==> src/jsu_pkg.sv <==
package jsu_pkg;

  localparam int MAX_RES = 4;
  localparam int CNT_W   = $clog2(MAX_RES + 1);

  typedef enum logic [1:0] {
    KIND_DATA = 2'd0,
    KIND_DONE = 2'd1,
    KIND_ERR  = 2'd2
  } kind_t;

  typedef enum logic [1:0] {
    ERR_NO_QUOTE = 2'd0,
    ERR_BAD_ESC  = 2'd1,
    ERR_BAD_HEX  = 2'd2,
    ERR_UNTERM   = 2'd3
  } err_t;

  typedef enum logic [7:0] {
    M_IDLE  = 8'b0000_0001,
    M_BODY  = 8'b0000_0010,
    M_ESC   = 8'b0000_0100,
    M_HEX0  = 8'b0000_1000,
    M_HEX1  = 8'b0001_0000,
    M_HEX2  = 8'b0010_0000,
    M_HEX3  = 8'b0100_0000,
    M_DRAIN = 8'b1000_0000
  } mode_t;

  typedef struct packed {
    logic [7:0] data;
    kind_t      kind;
    err_t       err;
    logic       run_end;
  } word_t;

  localparam logic [7:0] CH_QUOTE = 8'h22;
  localparam logic [7:0] CH_BSL   = 8'h5C;
  localparam logic [7:0] CH_SLASH = 8'h2F;
  localparam logic [7:0] CH_U     = 8'h75;

  localparam logic [15:0] UTF_1B_LIM = 16'h0080;
  localparam logic [15:0] UTF_2B_LIM = 16'h0800;
  localparam logic [7:0]  UTF_LEAD2  = 8'hC0;
  localparam logic [7:0]  UTF_LEAD3  = 8'hE0;
  localparam logic [7:0]  UTF_CONT   = 8'h80;

  // bit 4 flags a valid digit
  function automatic logic [4:0] hex_val(input logic [7:0] c);
    logic [4:0] r;
    r = 5'd0;
    if (c inside {[8'h30:8'h39]}) r = {1'b1, c[3:0]};
    else if (c inside {[8'h41:8'h46], [8'h61:8'h66]}) r = {1'b1, c[3:0] + 4'd9};
    return r;
  endfunction

endpackage

==> src/json_string_unescaper_unit.sv <==
// Streaming JSON string-literal decoder: one raw byte per word in, decoded UTF-8 bytes,
// done or error words out, the final word of each input byte flagged by out_run_end.
// Input bytes are taken one per cycle while in_stall is low; a byte that yields n result
// words holds the output register until all n are taken (a \u escape to three UTF-8 bytes
// yields three, four when the byte flagged last also leaves the literal open). The next
// byte that yields words waits while that group drains or while the output is stalled;
// bytes that yield none pass straight through. After done or error, bytes are swallowed
// up to the one flagged last, then a new literal starting with a quote is expected.
module json_string_unescaper_unit (
  input  logic                clk,
  input  logic                rst_n,
  input  logic                in_valid,
  output logic                in_stall,
  input  logic [7:0]          in_byte,
  input  logic                in_last,
  output logic                out_valid,
  input  logic                out_stall,
  output logic [7:0]          out_byte,
  output logic [1:0]          out_kind,
  output logic [1:0]          out_err_code,
  output logic                out_run_end
);
  import jsu_pkg::*;

  logic                s1_valid_r;
  logic [7:0]          s1_byte_r;
  logic                s1_last_r;
  word_t [MAX_RES-1:0] dec_words;
  logic [CNT_W-1:0]    dec_cnt;
  logic                grp_free;
  logic                go;
  word_t               out_word;

  assign go       = s1_valid_r && ((dec_cnt == '0) || grp_free);
  assign in_stall = s1_valid_r && !go;

  always_ff @(posedge clk) begin
    if (!rst_n) begin
      s1_valid_r <= 1'b0;
    end else if (!in_stall) begin
      s1_valid_r <= in_valid;
    end
  end

  always_ff @(posedge clk) begin
    if (in_valid && !in_stall) begin
      s1_byte_r <= in_byte;
      s1_last_r <= in_last;
    end
  end

  jsu_decode u_decode (
    .clk   (clk),
    .rst_n (rst_n),
    .go    (go),
    .c     (s1_byte_r),
    .last  (s1_last_r),
    .words (dec_words),
    .cnt   (dec_cnt)
  );

  jsu_out u_out (
    .clk       (clk),
    .rst_n     (rst_n),
    .load      (go && (dec_cnt != '0)),
    .ld_words  (dec_words),
    .ld_cnt    (dec_cnt),
    .out_stall (out_stall),
    .free      (grp_free),
    .out_valid (out_valid),
    .out_word  (out_word)
  );

  assign out_byte     = out_word.data;
  assign out_kind     = out_word.kind;
  assign out_err_code = out_word.err;
  assign out_run_end  = out_word.run_end;

endmodule

==> src/jsu_decode.sv <==
module jsu_decode (
  input  logic                                       clk,
  input  logic                                       rst_n,
  input  logic                                       go,
  input  logic [7:0]                                 c,
  input  logic                                       last,
  output jsu_pkg::word_t [jsu_pkg::MAX_RES-1:0]      words,
  output logic [jsu_pkg::CNT_W-1:0]                  cnt
);
  import jsu_pkg::*;

  mode_t       mode_r, mode_nxt;
  logic [11:0] acc_r, acc_nxt;

  always_comb begin
    logic [7:0]       d [3];
    logic [1:0]       k;
    logic             t_on;
    kind_t            t_kind;
    err_t             t_err;
    logic             closed;
    logic [4:0]       h;
    logic [15:0]      v;
    logic [CNT_W-1:0] n;

    d[0] = 8'h00; d[1] = 8'h00; d[2] = 8'h00;
    k = 2'd0;
    t_on = 1'b0;
    t_kind = KIND_DONE;
    t_err = ERR_NO_QUOTE;
    closed = 1'b0;
    h = hex_val(c);
    v = {acc_r, h[3:0]};
    mode_nxt = mode_r;
    acc_nxt = acc_r;

    case (mode_r)
      M_DRAIN: begin
        if (last) mode_nxt = M_IDLE;
      end
      M_IDLE: begin
        if (c != CH_QUOTE) begin
          t_on = 1'b1; t_kind = KIND_ERR; t_err = ERR_NO_QUOTE; closed = 1'b1;
        end else begin
          mode_nxt = M_BODY;
        end
      end
      M_BODY: begin
        if (c == CH_QUOTE) begin
          t_on = 1'b1; t_kind = KIND_DONE; closed = 1'b1;
        end else if (c == CH_BSL) begin
          mode_nxt = M_ESC;
        end else begin
          d[0] = c; k = 2'd1;
        end
      end
      M_ESC: begin
        k = 2'd1;
        mode_nxt = M_BODY;
        case (c)
          CH_QUOTE: d[0] = CH_QUOTE;
          CH_BSL:   d[0] = CH_BSL;
          CH_SLASH: d[0] = CH_SLASH;
          8'h6E:    d[0] = 8'h0A;
          8'h72:    d[0] = 8'h0D;
          8'h74:    d[0] = 8'h09;
          8'h62:    d[0] = 8'h08;
          8'h66:    d[0] = 8'h0C;
          CH_U: begin
            k = 2'd0; acc_nxt = 12'd0; mode_nxt = M_HEX0;
          end
          default: begin
            k = 2'd0; mode_nxt = mode_r;
            t_on = 1'b1; t_kind = KIND_ERR; t_err = ERR_BAD_ESC; closed = 1'b1;
          end
        endcase
      end
      M_HEX0, M_HEX1, M_HEX2, M_HEX3: begin
        if (!h[4]) begin
          t_on = 1'b1; t_kind = KIND_ERR; t_err = ERR_BAD_HEX; closed = 1'b1;
        end else if (mode_r == M_HEX3) begin
          acc_nxt = 12'd0;
          mode_nxt = M_BODY;
          if (v < UTF_1B_LIM) begin
            d[0] = v[7:0]; k = 2'd1;
          end else if (v < UTF_2B_LIM) begin
            d[0] = UTF_LEAD2 | {3'b000, v[10:6]};
            d[1] = UTF_CONT | {2'b00, v[5:0]};
            k = 2'd2;
          end else begin
            d[0] = UTF_LEAD3 | {4'h0, v[15:12]};
            d[1] = UTF_CONT | {2'b00, v[11:6]};
            d[2] = UTF_CONT | {2'b00, v[5:0]};
            k = 2'd3;
          end
        end else begin
          acc_nxt = {acc_r[7:0], h[3:0]};
          case (mode_r)
            M_HEX0:  mode_nxt = M_HEX1;
            M_HEX1:  mode_nxt = M_HEX2;
            default: mode_nxt = M_HEX3;
          endcase
        end
      end
      default: mode_nxt = M_IDLE;
    endcase

    if (mode_r != M_DRAIN) begin
      if (closed) begin
        mode_nxt = last ? M_IDLE : M_DRAIN;
        acc_nxt = 12'd0;
      end else if (last) begin
        t_on = 1'b1; t_kind = KIND_ERR; t_err = ERR_UNTERM;
        mode_nxt = M_IDLE;
        acc_nxt = 12'd0;
      end
    end

    n = CNT_W'(k) + CNT_W'(t_on);
    cnt = n;
    for (int i = 0; i < MAX_RES; i++) begin
      if (i < int'(k)) begin
        words[i].data = d[i < 3 ? i : 0];
        words[i].kind = KIND_DATA;
        words[i].err  = ERR_NO_QUOTE;
      end else begin
        words[i].data = 8'h00;
        words[i].kind = t_kind;
        words[i].err  = (t_kind == KIND_ERR) ? t_err : ERR_NO_QUOTE;
      end
      words[i].run_end = (i == int'(n) - 1);
    end
  end

  always_ff @(posedge clk) begin
    if (!rst_n) begin
      mode_r <= M_IDLE;
      acc_r  <= 12'd0;
    end else if (go) begin
      mode_r <= mode_nxt;
      acc_r  <= acc_nxt;
    end
  end

endmodule

==> src/jsu_out.sv <==
module jsu_out (
  input  logic                                   clk,
  input  logic                                   rst_n,
  input  logic                                   load,
  input  jsu_pkg::word_t [jsu_pkg::MAX_RES-1:0]  ld_words,
  input  logic [jsu_pkg::CNT_W-1:0]              ld_cnt,
  input  logic                                   out_stall,
  output logic                                   free,
  output logic                                   out_valid,
  output jsu_pkg::word_t                         out_word
);
  import jsu_pkg::*;

  word_t [MAX_RES-1:0] words_r;
  logic [CNT_W-1:0]    cnt_r;
  logic                pop;

  assign out_valid = (cnt_r != '0);
  assign out_word  = words_r[0];
  assign pop       = out_valid && !out_stall;
  assign free      = (cnt_r == '0) || ((cnt_r == CNT_W'(1)) && !out_stall);

  always_ff @(posedge clk) begin
    if (!rst_n) begin
      cnt_r <= '0;
    end else if (load) begin
      cnt_r <= ld_cnt;
    end else if (pop) begin
      cnt_r <= cnt_r - CNT_W'(1);
    end
  end

  always_ff @(posedge clk) begin
    if (load) begin
      words_r <= ld_words;
    end else if (pop) begin
      for (int i = 0; i < MAX_RES - 1; i++) words_r[i] <= words_r[i+1];
    end
  end

endmodule

==> config.mk <==
export PLATFORM = sky130hd
export DESIGN_NAME = json_string_unescaper_unit
export DESIGN_NICKNAME = d
export VERILOG_FILES = /design/src/jsu_pkg.sv /design/src/json_string_unescaper_unit.sv /design/src/jsu_decode.sv /design/src/jsu_out.sv
export SDC_FILE = /design/constraint.sdc
export NUM_CORES = 1
export LEC_CHECK = 0
export ABC_AREA = 1
export BUFFER_PORTS_ARGS = -buffer_cell sky130_fd_sc_hd__buf_4
export CAP_MARGIN = 20
export CORE_MARGIN = 2
export CORE_UTILIZATION = 65
export DETAILED_ROUTE_END_ITERATION = 8
export PLACE_DENSITY = 0.83
export SLEW_MARGIN = 20
export SYNTH_ARGS = -nofsm -noshare
export SYNTH_HDL_FRONTEND = slang
export SYNTH_SLANG_ARGS = --single-unit
==> constraint.sdc <==
create_clock -name clk -period 10.1 [get_ports clk]
set_input_delay 1.515 -clock clk [delete_from_list [all_inputs] [get_ports clk]]
set_output_delay 1.515 -clock clk [all_outputs]
set_load 0.02 [all_outputs]
## Word-level counts from Yosys, hierarchy flattened

Cells that the tools add are included.
Widths: inputs -> output; s select.

- Register bits after elaboration: 77
- Latch bits: 0
- Bits in writable memories: 0
- Memory bits (read-only): 0
- Input port bits: 13
- Output and inout port bits: 15
- Word-level logic and storage cells: 154
- Memories kept: 0

- Add/sub/neg operators: 4
- Multiply operators: 0
- Div/mod/pow operators: 0
- Magnitude comparators: 11
- Equal/unequal tests: 24
- Shift operators: 0
- Multiplexer cells: 70
- Bitwise operators: 0
- Reductions and logical operators: 24

Operator list:

| kind | count |
|---|---|
| $mux 12 | 9 |
| $mux 8 | 13 |
| $mux 39 | 2 |
| $eq 3x32->1 const A | 2 |
| $eq 8x7->1 const B | 8 |
| $pmux 7 s8 | 1 |
| $mux 24 | 2 |
| $pmux 8 s5 | 1 |
| $eq 2x32->1 const A | 1 |
| $logic_not 32->1 | 1 |
| $mux 16 | 2 |
| $mux 2 | 14 |
| $eq 8x6->1 const B | 3 |
| $pmux 12 s2 | 1 |
| $pmux 8 s3 | 1 |
| $ge 8x7->1 const B | 2 |
| $le 8x7->1 const B | 2 |
| $lt 16x12->1 const B | 1 |
| $lt 16x8->1 const B | 1 |
| $pmux 8 s2 | 1 |
| $mux 14 | 1 |
| $pmux 7 s2 | 1 |
| $mux 1 | 12 |
| $pmux 2 s3 | 2 |
| other kinds (32) | 49 |

## Depth between registers and ports, before layout

- Depth in word-level cells: 19
- Gate-level depth with buffers: 27
- Depth with buffers taken out: 26

## Modules after synthesis

Synthesis repeated with hierarchy kept, for this count alone.

- Cell total of the unflattened synthesis: 682
- Area, all modules: 5,237.5 µm²

Modules (own cells, without submodules):

| module | instances | cells an instance | area each (µm²) | sequential area each (µm²) |
|---|---|---|---|---|
| jsu_out | 1 | 227 | 2,451.1 | 1,621.6 |
| jsu_decode | 1 | 430 | 2,427.3 | 400.4 |
| json_string_unescaper_unit | 1 | 25 | 359.1 | 290.3 |

## Worst setup path after synthesis

OpenSTA, ideal clock, no wires.

- Path type: reg-to-output
- From: register s1_byte_r[0]
- To: output in_stall
- Arrival: 2.800 ns
- Required time: 8.585 ns
- Slack: 5.785 ns
- Stages on the path, launching flop included: 22
- Path buffers: 0
- Cell sequence: edfxtp_1 inv_1 ha_1 inv_1 nor2_1 nand2_1 nand3_1 nor2_1 nand3_2 nand3_4 nor2_2 inv_1 ha_1 inv_1 ha_1 nor2_1 ha_1 inv_1 nand2_1 a31oi_1 nand2_1 inv_1

- Longest elaborated chain between the ends: 17
- Elaborated cells between the ends (all ways): 48
- Classes of those cells: add/sub: 2; order compare: 8; eq/ne: 10; mux: 17; reduce/logical: 11

RTL lines:

| element | line | text |
|---|---|---|
| start: declaration | json_string_unescaper_unit.sv:26 | `logic [7:0] s1_byte_r;` |
| start signal: assignment | json_string_unescaper_unit.sv:47 | `s1_byte_r <= in_byte;` |
| $ge 8x7->1 or $le 8x7->1 (tied branches) | jsu_pkg.sv:53 | `else if (c inside {[8'h41:8'h46], [8'h61:8'h66]}) r = {1'b1, c[3:0] + 4'd9};` |
| $logic_and 1x1->1 | jsu_pkg.sv:53 |  |
| $reduce_bool 2->1 | jsu_pkg.sv:53 |  |
| $mux 5 | jsu_pkg.sv:53 |  |
| $mux 5 | jsu_pkg.sv:52 | `if (c inside {[8'h30:8'h39]}) r = {1'b1, c[3:0]};` |
| $lt 16x12->1 | jsu_decode.sv:86 | `end else if (v < UTF_2B_LIM) begin` |
| $mux 1 | jsu_decode.sv:86 |  |
| $mux 2 | jsu_decode.sv:84 | `if (v < UTF_1B_LIM) begin` |
| $mux 2 | jsu_decode.sv:81 | `end else if (mode_r == M_HEX3) begin` |
| $mux 2 | jsu_decode.sv:79 | `if (!h[4]) begin` |
| $pmux 2 s3 | jsu_decode.sv:37 | `case (mode_r)` |
| $add 2x1->3 (*) | jsu_decode.sv:119 | `n = CNT_W'(k) + CNT_W'(t_on);` |
| $logic_not 3->1 (*) | json_string_unescaper_unit.sv:34 | `assign go = s1_valid_r && ((dec_cnt == '0) \|\| grp_free);` |
| $logic_or 1x1->1 (*) | json_string_unescaper_unit.sv:34 |  |
| $logic_and 1x1->1 (*) | json_string_unescaper_unit.sv:34 |  |
| $logic_not 1->1 (*) | json_string_unescaper_unit.sv:35 | `assign in_stall = s1_valid_r && !go;` |
| $logic_and 1x1->1 (*) | json_string_unescaper_unit.sv:35 |  |
| end: declaration | json_string_unescaper_unit.sv:13 | `output logic in_stall,` |

Every way passes the cells marked *; elsewhere a longest branch is shown, timed or not.

## Final worst setup path

- From: register u_decode.mode_r[0]
- To: register u_out.words_r, in the netlist u_out.out_word[9], data pin

- Longest elaborated chain between the ends: 11
- Elaborated cells between the ends (all ways): 27
- Classes of those cells: add/sub: 1; order compare: 1; eq/ne: 8; mux: 11; reduce/logical: 6

RTL lines:

| element | line | text |
|---|---|---|
| start: declaration | jsu_decode.sv:12 | `mode_t mode_r, mode_nxt;` |
| start signal: assignment | jsu_decode.sv:140 | `mode_r <= mode_nxt;` |
| $eq 8x4->1 (tied with other cells) | jsu_decode.sv:37 |  |
| $reduce_or 4->1 | jsu_decode.sv:37 |  |
| $pmux 1 s4 | jsu_decode.sv:37 |  |
| $mux 1 | jsu_decode.sv:109 | `if (closed) begin` |
| $mux 1 | jsu_decode.sv:108 | `if (mode_r != M_DRAIN) begin` |
| $add 2x1->3 | jsu_decode.sv:119 |  |
| $logic_not 3->1 | json_string_unescaper_unit.sv:34 |  |
| $logic_or 1x1->1 | json_string_unescaper_unit.sv:34 |  |
| $logic_and 1x1->1 | json_string_unescaper_unit.sv:34 |  |
| $logic_and 1x1->1 | json_string_unescaper_unit.sv:65 | `.load (go && (dec_cnt != '0)),` |
| $mux 39 (*) | jsu_out.sv:34 | `if (load) begin` |
| end signal: assignment | jsu_out.sv:35 | `words_r <= ld_words;` |
| end: declaration | jsu_out.sv:14 | `word_t [MAX_RES-1:0] words_r;` |

Marks and branches as above.
A chain may end at the register's enable or synchronous reset.

==> results by group <==
Global route
  – Initial antenna violation count: 0
  – First-pass GRT wire length: between 15000 and 20000 microns
  – Total Routing Usage GR: 30.1%
  – Vias in the first global route: ~4000
  – Largest net degree at the start of global routing: 39
  – Congestion Overflow GR: 0

Routing
  – Post-DR wirelength/cell: approximately 15 microns
  – Vias per inst: about 5.8
  – Via count: 4254
  – Routed WL: 11300 microns
  – Pre-Repair DR Iteration Count: 6
  – Violation count after the first detailed-routing iteration: approximately 590
  – Remaining DRCs: 0
  – Post-route ant nets: 0

Die
  – Core area: around 7100 sq um
  – Io pins: 28
  – Initial Util: around two thirds
  – Die area: 7960 sq um
  – Die height: between 80 and 90 microns
  – Row cnt: 31
  – Die width: between 80 and 90 microns

Critical path
  – Crit path buffers/inverters: 5
  – CP Cell Sequence: nor2_2, inv_1, nor4_4, nand3_2, nand3_4, nor2_2, inv_1, ha_1, inv_1, ha_1, nor2_1, ha_1, inv_1, nand2_1, a31oi_1, nor2_1, nand2_2, clkinv_1, nand2_2, nand2_1, nand2_1, nand2_1
  – Crit-path slowest cell: nor4_4
  – CP Max Fanout: 38
  – Worst setup SP type: register
  – Setup crit end kind: register
  – CP max stage delay: ~0.83 ns
  – Critical path arrival: 5.70 ns
  – Req. time, crit path: about 10 ns
  – Critical path type: register to register
  – Delay-heaviest family, CP: simple AND/OR/NAND/NOR gates

Placement
  – IO Port Bufs: 27
  – DP Wirelength: around 8300 microns
  – RePlAce Congestion: roughly 1.0

Power
  – Power Dens Cells: about 210 nW/um^2
  – Leakage: 0.00219 uW
  – Peak supply drop: about 0.00013 V

Timing
  – RSZ-0062 raised after global routing: no
  – Slew @ Worst Pin: between 0.9 and 1 ns
  – Final setup vio count: 0
  – Slew Limit Fails: 0
  – Setup TNS: 0 ns
  – Max frequency: 179 MHz
  – Final period util: a little under three fifths
  – Skew final: approximately 0.011 ns
  – Worst slew margin: between 30% and 40%
  – Fin. Hold Viols: 0
  – Min Hold Slack: between 0.4 and 0.5 ns
  – Post-route minimum period: about 5.6 ns

Clock network
  – H-tree depth: 3
  – Root buf cell: clkbuf_8
  – CTS Hold Bufs: 0
  – Worst skew pair latency: 0.37 ns
  – CTS tree: yes
  – Post-CTS setup buffers: 0
  – Clock tree sinks: 75
  – Clock Path Buffers: 2
  – CTS Buf Count: 9
  – Post_cts resized: 0
  – Clock transition at path regs: 0.09 ns

Yosys
  – Simple-gate portion of the synthesized area: a little over a third
  – Synth Area in XOR/XNOR: less than 1%
  – Syn_nets: around 650
  – Cell count after synthesis: between 600 and 700
  – Number of enable flip-flop cells after synthesis: 51
  – Main combinational cell family by area after synthesis: simple AND/OR/NAND/NOR gates
  – Unique masters post-synth: 39
  – Seq/Total Area, Yosys: around 43%
  – Synth Area in Adders: under 10%
  – Post-synthesis compound-gate area fraction: 8.98%
  – FF+latch count, synth: 75
  – Synth Warn #: 0
  – Post-synthesis mux area share: 0%
  – Ys flop type: edfxtp_1
  – Post-Syn Area: 4720 sq um
  – Syn Area/Cell: roughly 7.6 sq um
  – Ys async rst share: 0%

Job
  – Max-Cap Viols: 0

Layout
  – Nets: around 660
  – P&R area growth vs syn: 7.10%
  – Most frequent cells in the layout: nand2_1 (191), inv_1 (65), nand3_1 (62), nor2_1 (52), edfxtp_1 (51)
  – Share of cells above drive strength 1: roughly an eighth
  – Commonest non-fill, non-tap cell in the layout: nand2_1
  – N_diodes: 0

Outcome
  – Status: finished, final reports clean

Min path
  – Worst hold path class: register to register
-- power breakdown --
part	switching (uW)	internal [uW]
sequential	32.9	460
clock	131	95.5
combinational	241	113
-- area by class of cell --
class                   count  area [sq um]
clock buffers               9           124
clock inverters             7          65.1
fillers                   589          2080
inverters                  71           267
multi-input cells         449          2260
flip-flops and latches     75          2010
well taps                  99           124
repair buffers             28           210
-- worst paths after layout --
check,from,cells after the start,to,slack [ns]
setup / recovery,u_decode.mode_r[0],22,u_out.out_word[9],4.53
hold reg to reg,u_out.cnt_r[1],2,u_out.cnt_r[1],0.47
setup reg to reg,u_decode.mode_r[0],22,u_out.out_word[9],4.53
hold / removal,u_out.cnt_r[1],2,u_out.cnt_r[1],0.47
-- kinds of logic (layout without fill, tap and decap cells) --
logic type	after synthesis	in the layout
adder cells (fa/ha/maj)	11	11
buffers and inverters	101	115
AND/OR/NAND/NOR	358	358
flip-flops	75	75
AO/OA/AOI/OAI	76	76
XOR/XNOR	4	4
-- routing by layer --
| metal | GRT usage [%] | share of wire [%] |
|---|---|---|
| met1 | 40.2 | 42 |
| met2 | 47.8 | 47 |
| met3 | 6.83 | 8.4 |
| met4 | 11.9 | 2.4 |
| met5 | 0 | 0 |
-- synthesized netlist by cell type (2+ instances only) --
cell type | number | area, sq um
a21oi_1 | 34 | 170
a22oi_1 | 2 | 15.0
buf_2 | 5 | 25.0
buf_4 | 15 | 113
buf_6 | 2 | 22.5
clkbuf_1 | 8 | 30.0
clkinv_1 | 2 | 7.51
dfxtp_1 | 24 | 480
edfxtp_1 | 51 | 1530
ha_1 | 11 | 138
inv_1 | 65 | 244
inv_2 | 4 | 15.0
nand2_1 | 192 | 721
nand2_2 | 7 | 43.8
nand3_1 | 62 | 310
nand3_2 | 6 | 60.1
nand4_1 | 18 | 113
nand4_2 | 2 | 25.0
nor2_1 | 52 | 195
nor2_2 | 9 | 56.3
nor2_4 | 5 | 56.3
o21a_1 | 2 | 15.0
o21ai_0 | 23 | 115
o21ai_1 | 2 | 10.0
o21ai_2 | 2 | 17.5
o22ai_1 | 4 | 25.0
o31ai_1 | 2 | 15.0
xor2_1 | 3 | 26.3
-- flip-flops by register name (all words and copies together), names as in the netlist --
signal,flops
u_decode.acc_r,12
s1_byte_r,8
u_decode.mode_r,8
u_out.cnt_r,3
s1_valid_r,1
s1_last_r,1
u_out.out_word,13
u_out.words_r,29
-- stage by stage --
stage               utilization (%)  area (sq um)  setup WS [ns]  instances  power [uW]
floorplan                         -          4720           5.79        625         774
global placement               68.2          4870           4.43        722         836
detailed placement             68.2          4870           4.18        722         853
CTS                            70.8          5060           4.11        738        1080
global route                   70.9          5060           4.00        738        1140
finish                         70.9          5060           4.53        738        1070
-- worst min-delay path: stages, from the launching register on --
cell and delay [ns]:
dfxtp_1 0.31, nand2_1 0.06, a21oi_1 0.05
Power figures use the tool's default switching activity.
